===== config.mk =====
export PLATFORM = sky130hd
export DESIGN_NAME = qbu_ctrl
export DESIGN_NICKNAME = d
export VERILOG_FILES = /design/src/hdl/qbu_pkg.sv /design/src/hdl/qbu_ctrl.sv
export SDC_FILE = /design/constraint.sdc
export NUM_CORES = 1
export LEC_CHECK = 0
export BUFFER_PORTS_ARGS = -buffer_cell sky130_fd_sc_hd__buf_2
export CAP_MARGIN = 20
export CORE_MARGIN = 4
export CORE_UTILIZATION = 30
export DETAILED_ROUTE_END_ITERATION = 8
export PLACE_DENSITY_LB_ADDON = 0.3
export SKIP_CTS_REPAIR_TIMING = 1
export SYNTH_ARGS = -nofsm -noshare
export SYNTH_HDL_FRONTEND = slang
export SYNTH_SLANG_ARGS = --single-unit

===== constraint.sdc =====
create_clock -name clk_i -period 1.7 [get_ports clk_i]
set_clock_uncertainty 0.05 [all_clocks]
set_input_delay 0.34 -clock clk_i [delete_from_list [all_inputs] [get_ports clk_i]]
set_output_delay 0.34 -clock clk_i [all_outputs]
set_load 0.01 [all_outputs]

===== src/hdl/qbu_pkg.sv =====
// ----------------------------------------------------------------------------
// qbu_pkg
// Shared constants, codes and controller/datapath interface types.
// ----------------------------------------------------------------------------
package qbu_pkg;

  // Image geometry. The side must be a power of two: the pixel address is
  // the row and column bits placed side by side.
  localparam int IMG_LOG2 = 8;
  localparam int IMG_SIDE = 1 << IMG_LOG2;
  localparam int ADDR_W   = 2 * IMG_LOG2;
  localparam int COORD_W  = 17;           // holds row plus a side of 2**15
  localparam int LG_W     = 4;
  localparam int CH_W     = 8;
  localparam int PIX_W    = 3 * CH_W;
  localparam int SUM_W    = CH_W + ADDR_W;
  localparam int SQ_W     = 2 * CH_W;
  localparam int NRM_W    = SQ_W + 2;     // mean squared deviation, times three
  localparam int DEV_W    = NRM_W + ADDR_W;
  localparam int THR_W    = 16;
  localparam int SCORE_W  = 16;

  // Floor division by three through a reciprocal; exact for values below
  // two to the power RECIP_SH - 1.
  localparam int RECIP_W  = 19;
  localparam int RECIP_SH = 20;
  localparam logic [RECIP_W-1:0] RECIP3 = RECIP_W'(((1 << RECIP_SH) + 2) / 3);
  localparam int PROD_W   = NRM_W + RECIP_W;

  // Input item kinds.
  localparam logic KIND_WRITE = 1'b0;
  localparam logic KIND_EVAL  = 1'b1;

  typedef struct packed {
    logic wr;        // store the input pixel
    logic load;      // latch an evaluate request
    logic walk;      // issue one pixel read of the block walk
    logic dev_pass;  // reads belong to the deviation pass
    logic mean;      // latch channel means, restart the walk
    logic norm;      // divide the deviation sum by the pixel count
    logic div;       // divide by three
    logic emit;      // load the result register
  } qbu_cmd_t;

  typedef struct packed {
    logic walk_last; // the read issued now is the last one of the block
    logic busy;      // read data still in flight
    logic oor;       // latched block lies outside the image
    logic out_free;  // result register can take a new result
  } qbu_status_t;

endpackage


===== src/hdl/qbu_ctrl.sv =====
// ----------------------------------------------------------------------------
// qbu_ctrl
// Sequencer for pixel writes and the two-pass block evaluation.
// ----------------------------------------------------------------------------
module qbu_ctrl
  import qbu_pkg::*;
(
  input  logic        clk_i,
  input  logic        rst_ni,
  input  logic        in_valid_i,
  input  logic        in_kind_i,
  output logic        in_ready_o,
  input  qbu_status_t st_i,
  output qbu_cmd_t    cmd_o
);

  localparam logic [3:0] S_IDLE = 4'd0;
  localparam logic [3:0] S_CHK  = 4'd1;
  localparam logic [3:0] S_SUM  = 4'd2;
  localparam logic [3:0] S_SUMW = 4'd3;
  localparam logic [3:0] S_MEAN = 4'd4;
  localparam logic [3:0] S_DEV  = 4'd5;
  localparam logic [3:0] S_DEVW = 4'd6;
  localparam logic [3:0] S_NORM = 4'd7;
  localparam logic [3:0] S_DIV  = 4'd8;
  localparam logic [3:0] S_OUT  = 4'd9;

  logic [3:0] state_q, state_d;
  logic       accept;

  assign in_ready_o = (state_q == S_IDLE);
  assign accept     = in_valid_i && in_ready_o;

  always_comb begin
    state_d = state_q;
    cmd_o   = '0;
    case (state_q)
      S_IDLE: begin
        if (accept && (in_kind_i == KIND_WRITE)) begin
          cmd_o.wr = 1'b1;
        end
        if (accept && (in_kind_i == KIND_EVAL)) begin
          cmd_o.load = 1'b1;
          state_d    = S_CHK;
        end
      end
      S_CHK: begin
        state_d = st_i.oor ? S_OUT : S_SUM;
      end
      S_SUM: begin
        cmd_o.walk = 1'b1;
        if (st_i.walk_last) begin
          state_d = S_SUMW;
        end
      end
      S_SUMW: begin
        if (!st_i.busy) begin
          state_d = S_MEAN;
        end
      end
      S_MEAN: begin
        cmd_o.mean = 1'b1;
        state_d    = S_DEV;
      end
      S_DEV: begin
        cmd_o.walk     = 1'b1;
        cmd_o.dev_pass = 1'b1;
        if (st_i.walk_last) begin
          state_d = S_DEVW;
        end
      end
      S_DEVW: begin
        cmd_o.dev_pass = 1'b1;
        if (!st_i.busy) begin
          state_d = S_NORM;
        end
      end
      S_NORM: begin
        cmd_o.norm = 1'b1;
        state_d    = S_DIV;
      end
      S_DIV: begin
        cmd_o.div = 1'b1;
        state_d   = S_OUT;
      end
      S_OUT: begin
        if (st_i.out_free) begin
          cmd_o.emit = 1'b1;
          state_d    = S_IDLE;
        end
      end
      default: begin
        state_d = S_IDLE;
      end
    endcase
  end

  always_ff @(posedge clk_i or negedge rst_ni) begin
    if (!rst_ni) begin
      state_q <= S_IDLE;
    end else begin
      state_q <= state_d;
    end
  end

endmodule


[Yosys cells after proc, flatten, opt, wreduce, memory -nomap -nowiden]
Index checks and enable logic that the tools add are counted.
Storage, ports and cells
  bits in registers: 4
  latch bits: 0
  memory bits (writable): 0
  ROM bits: 0
  input bits: 8
  output and inout port bits: 9
  memories kept: 0
Operators by class
  $add $sub $neg: 0
  multiply operators: 0
  divide/modulo/power cells: 0
  $lt $le $gt $ge: 0
  equal/unequal tests: 15
  shift-type cells: 0
  multiplexer cells: 18
  bitwise logic cells: 1
  reductions and logical operators: 7
Operators by type and width (count)
  case mux 4 bit (10 select lines): 1
  two-way mux 4 bit: 7
  == test 4 x 3 -> 1 bit (second input constant): 4
  != test 2 bit (second input constant): 5
  two-way mux 1 bit: 9
  == test 4 x 2 -> 1 bit (second input constant): 2
  == test 4 bit (second input constant): 2
  AND reduction 6 bit: 1
  == test 4 x 1 -> 1 bit (second input constant): 1
  zero test 4 bit: 1
  OR reduction 2 bit: 2
  logical AND 1 bit: 3
  two-way mux 2 bit: 1
  != test 2 x 1 -> 1 bit (second input constant): 1
  inverter 1 bit: 1

[Logic depth before layout (Yosys ltp)]
Gate-level depths: netlist (run 1).
  depth after elaboration: 5
  depth in mapped cells: 5
  gate-level depth less buffers: 4

[Least setup slack after synthesis (run 1)]
Ideal clock, no wire load.
  kind: reg2out
  from: reg state_q[1]
  to: out cmd_o[7] (netlist name)
  arrival: 1.308 ns
  setup slack: 0.002 ns
  cell stages (with the launch flop): 5
  buffers on the path: 1
  cell sequence: dfrtp_1 -> buf_2 -> nor4_2 -> nand2_1 -> nor2_1
RTL lines
  start, declared: RTL line qbu_ctrl.sv:28  | logic [3:0] state_q, state_d;
  start signal, assigned: RTL line qbu_ctrl.sv:102  | state_q <= state_d;
  end, declared: RTL line qbu_ctrl.sv:14  | output qbu_cmd_t cmd_o

==> results_dict.tcl, run 1 <==
set metrics [dict create \
    cts_tree "done" \
    grt_start_max_net_pins 14 \
    cts_root_buf "clkbuf_4" \
    ys_types 24 \
    drc_errors 0 \
    slew_viol_final 0 \
    finalNonFillerCells 93 \
    maxCapViolCount 0 \
    rsz0062_at_grt "yes" \
    synth_area_leaders "dfrtp_1 26%, nand2_1 6.7%, nor2_1 6.7%" \
    synth-edff-count 0 \
    post-route-period-util_pct 101.0 \
    numCtsBuffers 3 \
    crit_type "register to output pin" \
    worst_hold_slack_ps 338.4 \
    largest_reg_flops 4 \
    core_area_sq_um 1171 \
    avgSynthCellArea_sq_um 7.807 \
    critPathBufInv 3 \
    grt-ovfl-total 0 \
    routed_wl_mm 1.142 \
    dp.cells 80 \
    die-area_sq_um 1942 \
    synthesis.nets 58 \
    fmax_mhz 582.2 \
    crit_cells 5 \
    die_h_microns 44.07 \
    critPathCaptureType "output pin" \
    period_needed_ps 1718 \
    required_ps 1310 \
    crit_path_end "cmd_o[0]" \
    grtUsageTotal_pct 10.88 \
    clk_pin_slew_ps 40 \
    vias 453 \
    grt_pass1_wl_mm 1.552 \
    drtAntennaViolNets 0 \
    routedWlPerCell_microns 12.28 \
    setup_violations 3 \
    clock-sinks 4 \
    regMostFlops "state_q" \
    start_util_pct 33.33 \
    timing.rr.end "state_q[1]$_DFFE_PN0P_" \
    startpoint_type "register" \
    syn_area_sq_um 390.4 \
    hp-class "primary input to register" \
    hold_viol 0 \
    crit_path_max_incr_delay_ps 410 \
    slowest_stage "dfrtp_1" \
    cts_max_level 1 \
    num_antenna_cells 0 \
    relSlewSlack_pct 77.51 \
    insertion_delay_ps 230 \
    io_pins 17 \
    crit_chain "buf_6 -> nor2b_4 -> buf_6 -> and3_4 -> buf_6" \
    postLayoutSetupSlackWorst_ps -17.70 \
    dp_hpwl_microns 732.5 \
    rows 12 \
    worst_pin_slew_ps 334.4 \
    p_total_mw 1.227 \
    reg2reg_setup_slack_ps 120 \
    area_growth_pct 67.95 \
    crit_fanout 6 \
    synthArstFlopShare_pct 100.0 \
    rr_worst_depth 6 \
    synthTopCellsByCount "7 x nand2_1, 7 x nor2_1, 4 x dfrtp_1" \
    peakVddDrop_uv 758.8 \
    power_density_nw_per_um2 1871 \
    synth_top_area_share_pct 25.64 \
    critPathTopFamily "flip-flops" \
    cts_buffer_depth 2 \
    crit_path_frequent_cell "buf_6" \
    p_leak_nw 0.3373 \
    drive_above_1_share_pct 54.43 \
    grt_pass1_vias 353 \
    yosysTopAreaCell "dfrtp_1" \
    dpl_cell_area_sq_um 493.0 \
    synth_flop_cell "dfrtp_1" \
    design_area_sq_um 655.6 \
    gp_congestion 0.7774 \
    reg_top3 "state_q (4)" \
    drt_iter0_markers 7 \
    port_buffers 16 \
    reg2reg_from "state_q[1]$_DFFE_PN0P_" \
    startpoint "state_q[1]$_DFFE_PN0P_" \
    antenna_found_initial 0 \
    synthCells 50 \
    chipWidth_microns 44.07 \
    drt_first_pass_iters 4 \
    status "finished with violations" \
    yosys_warnings 0 \
    arrival_ps 1330 \
    ys_seq_area_share_pct 25.64 \
    layout.nets 89 \
    viasPerCell 4.871 \
    failed_checks "setup timing" \
    synth_seq_cells 4 \
]
routing by layer:
| layer | vias to the layer above | GRT usage [%] | part of all wire, % |
|---|---|---|---|
| li1 | 235 | - | - |
| met5 | - | 0 | 0 |
| met2 | 12 | 15.41 | 51 |
| met1 | 204 | 13.80 | 44 |
| met4 | 0 | 7.229 | 1.1 |
| met3 | 2 | 3.659 | 4.2 |
area by class of cell:
type                            count  area [sq um]
Fill cell                         112         515.5
Multi-Input combinational cell     39         295.3
Timing Repair Buffer               30         206.4
Sequential cell                     4         102.6
Clock buffer                        3         22.52
Tap cell                           14         17.52
Inverter                            3         11.26
through the flow:
step / TNS (ps) / setup WS, ps / util (%)
CTS: -366.9 / -128.0 / 44.02
floorplan: 0 / 2.355 / -
detailed placement: 0 / 118.6 / 42.09
global placement: 0 / 98.46 / 42.09
global route: -311.5 / -109.2 / 55.98
finish: -37.13 / -17.70 / 55.98
how the worst min path moves through the flow:
| stage | from | to | slack, ps | cells past startpoint |
|---|---|---|---|---|
| floorplan | rst_ni | state_q[0]$_DFFE_PN0P_ | -6 | 0 |
| global placement | rst_ni | state_q[1]$_DFFE_PN0P_ | 100 | 1 |
| detailed placement | rst_ni | state_q[2]$_DFFE_PN0P_ | 100 | 1 |
| CTS | rst_ni | state_q[1]$_DFFE_PN0P_ | -150 | 1 |
| global route | in_valid_i | state_q[0]$_DFFE_PN0P_ | 350 | 3 |
| finish | in_valid_i | state_q[0]$_DFFE_PN0P_ | 340 | 3 |
worst register-to-register path: stages (launching register included):
cell,delay (ps)
dfrtp_1,410
buf_6,160
nor2b_4,140
a22oi_2,100
buf_4,140
o31ai_1,300
o32ai_1,140
layout by cell type, fill, tap and decap left out, drive strengths merged, types with 2 or more instances in the layout:
master and instances:
nor2 7, buf 29, nor2b 3, dfrtp 4, mux2i 2, nand2b 2
nand2 7, xnor2 2, inv 3, clkbuf 3, and3 3, o32ai 2
kinds of logic after synthesis:
logic type / count (synthesis) / share of synthesized area [%]
AO/OA/AOI/OAI: 10 / 21.79
AND/OR/NAND/NOR: 25 / 33.65
flip-flops: 4 / 25.64
XOR/XNOR: 2 / 4.488
multiplexers: 2 / 5.128
buffers and inverters: 7 / 9.294
power by group:
part           internal [mW]  switching [mW]  leakage (nW)  total [mW]
Clock                 0.0787          0.0357        0.0138       0.114
Combinational          0.478           0.386         0.275       0.864
Sequential             0.146           0.103        0.0486       0.249
Total                  0.702           0.525         0.337        1.23
Note: power is estimated with default switching activity, not from simulation.
==> run 2, diff against run 1 <==
--- a/config.mk
+++ b/config.mk
@@ -11,6 +11,7 @@
 export CORE_UTILIZATION = 30
 export DETAILED_ROUTE_END_ITERATION = 8
 export PLACE_DENSITY_LB_ADDON = 0.3
+export SETUP_SLACK_MARGIN = 0.05
 export SKIP_CTS_REPAIR_TIMING = 1
 export SYNTH_ARGS = -nofsm -noshare
 export SYNTH_HDL_FRONTEND = slang
==> run 2 against run 1 <==
Net effect: the run still ends with setup timing left; clock power grew 11%; routed wire length grew 5.2%; sequential power grew 2%; maximum frequency grew 0.51%; clock-buffer cell count is the same; highest routed layer unchanged.
==> results_dict.tcl, run 2 (same netlist as run 1, synthesis figures left out) <==
set metrics [dict create \
    slowest_stage "dfrtp_2" \
    rsz0062_at_grt "yes" \
    cts_buffer_depth 2 \
    reg_top3 "state_q (4)" \
    layout.nets 91 \
    place_ws_ps 131.3 \
    crit_chain "nor4_4 -> and3_1 -> buf_2" \
    crit_path_max_incr_delay_ps 440 \
    drt_first_pass_iters 4 \
    startpoint_type "register" \
    hold_viol 0 \
    grtUsageTotal_pct 12.23 \
    routedWlPerCell_microns 12.64 \
    slew_viol_final 0 \
    p_leak_nw 0.3354 \
    port_buffers 16 \
    cts_root_buf "clkbuf_4" \
    grt_pass1_vias 397 \
    largest_reg_flops 4 \
    die-area_sq_um 1942 \
    required_ps 1310 \
    area_growth_pct 64.74 \
    num_antenna_cells 0 \
    routed_wl_mm 1.201 \
    clock-sinks 4 \
    setup_violations 1 \
    dp_hpwl_microns 768 \
    peakVddDrop_uv 750.9 \
    regMostFlops "state_q" \
    cts_tree "done" \
    viasPerCell 4.895 \
    hp-class "primary input to register" \
    status "finished with violations" \
    grt_start_max_net_pins 14 \
    crit_type "register to output pin" \
    clk_pin_slew_ps 40 \
    cts_max_level 1 \
    die_h_microns 44.07 \
    layout_common_cells "15 x buf_2, 15 x buf_4, 7 x nand2_1, 7 x nor2_1, 4 x dfrtp_2" \
    failed_checks "setup timing" \
    numCtsBuffers 3 \
    rows 12 \
    crit_fanout 4 \
    fin_util_pct 54.91 \
    worst_pin_slew_ps 379.4 \
    arrival_ps 1320 \
    relSlewSlack_pct 74.49 \
    power_density_nw_per_um2 1960 \
    fillers 104 \
    antenna_found_initial 0 \
    core_area_sq_um 1171 \
    critPathTopFamily "simple AND/OR/NAND/NOR gates" \
    maxCapViolCount 0 \
    gp_congestion 0.8328 \
    critPathBufInv 1 \
    io_pins 17 \
    postLayoutSetupSlackWorst_ps -8.989 \
    period_needed_ps 1709 \
    fmax_mhz 585.1 \
    critPathCaptureType "output pin" \
    start_util_pct 33.33 \
    drt_iter0_markers 18 \
    drc_errors 0 \
    vias 465 \
    post-route-period-util_pct 100.5 \
    grt_pass1_wl_mm 1.690 \
    drtAntennaViolNets 0 \
    drive_above_1_share_pct 55.56 \
    p_total_mw 1.261 \
    chipWidth_microns 44.07 \
    grt-ovfl-total 0 \
    insertion_delay_ps 250 \
]
==> run 2: changes by cell type in the layout (fill, tap and decap cells not counted) <==
cell and change:
and3_1 +1, and3_4 -1, buf_2 -1, buf_4 +7, buf_6 -4, dfrtp_1 -2
dfrtp_2 +2, nor2b_2 +1, nor2b_4 -1, xnor2_1 +1, xnor2_2 -1
==> run 2: per-stage QoR <==
step           setup TNS, ps  instances  area, sq um  hold slack (ps)
6_report              -8.989         95        643.1            322.6
4_1_cts               -505.7         82        516.7           -154.7
5_1_grt               -261.9         95        643.1            337.8
3_5_place_dp               0         79        494.2            103.8
2_1_floorplan              0         50        399.1           -5.591
3_3_place_gp               0         79        494.2            104.7
==> run 2: area by class of cell <==
cell class	count	area [sq um]	share of cell area, %
Inverter	3	11.26	1.751
Clock buffer	3	22.52	3.502
Timing Repair Buffer	32	209.0	32.49
Sequential cell	4	105.1	16.34
Tap cell	14	17.52	2.724
Multi-Input combinational cell	39	277.8	43.19
==> run 2: power by group <==
part / total (mW) / switching, mW / internal [mW]
registers: 0.253 / 0.103 / 0.149
logic: 0.882 / 0.381 / 0.500
clock network: 0.126 / 0.0470 / 0.0795
total: 1.26 / 0.531 / 0.729
==> run 2: worst register-to-register path, stage by stage, from the launching register on <==
cell and delay [ps]:
dfrtp_2 440, buf_4 160, buf_4 130, xnor2_1 110, o32a_1 320, o31ai_1 120, o32ai_1 130
==> run 2: path summary, 6_finish.rpt <==
| path | from | end | slack, ps | cells past startpoint |
|---|---|---|---|---|
| max in group asynchronous | rst_ni | state_q[3]$_DFFE_PN0P_ | 1080 | 2 |
| hold reg to reg | state_q[3]$_DFFE_PN0P_ | state_q[3]$_DFFE_PN0P_ | 570 | 1 |
| setup reg to reg | state_q[0]$_DFFE_PN0P_ | state_q[1]$_DFFE_PN0P_ | 100 | 6 |
| setup / recovery | state_q[1]$_DFFE_PN0P_ | cmd_o[6] | -9 | 3 |
| hold / removal | in_valid_i | state_q[0]$_DFFE_PN0P_ | 320 | 3 |
| min in group asynchronous | rst_ni | state_q[2]$_DFFE_PN0P_ | 370 | 2 |
==> run 2: routing by layer <==
| layer | vias to the layer above | routed length, microns | track usage, % |
|---|---|---|---|
| met5 | - | 0 | 0 |
| met1 | 199 | 519 | 15.09 |
| met2 | 24 | 570 | 16.28 |
| met4 | 0 | 19 | 13.25 |
| li1 | 239 | - | - |
| met3 | 3 | 91 | 2.846 |
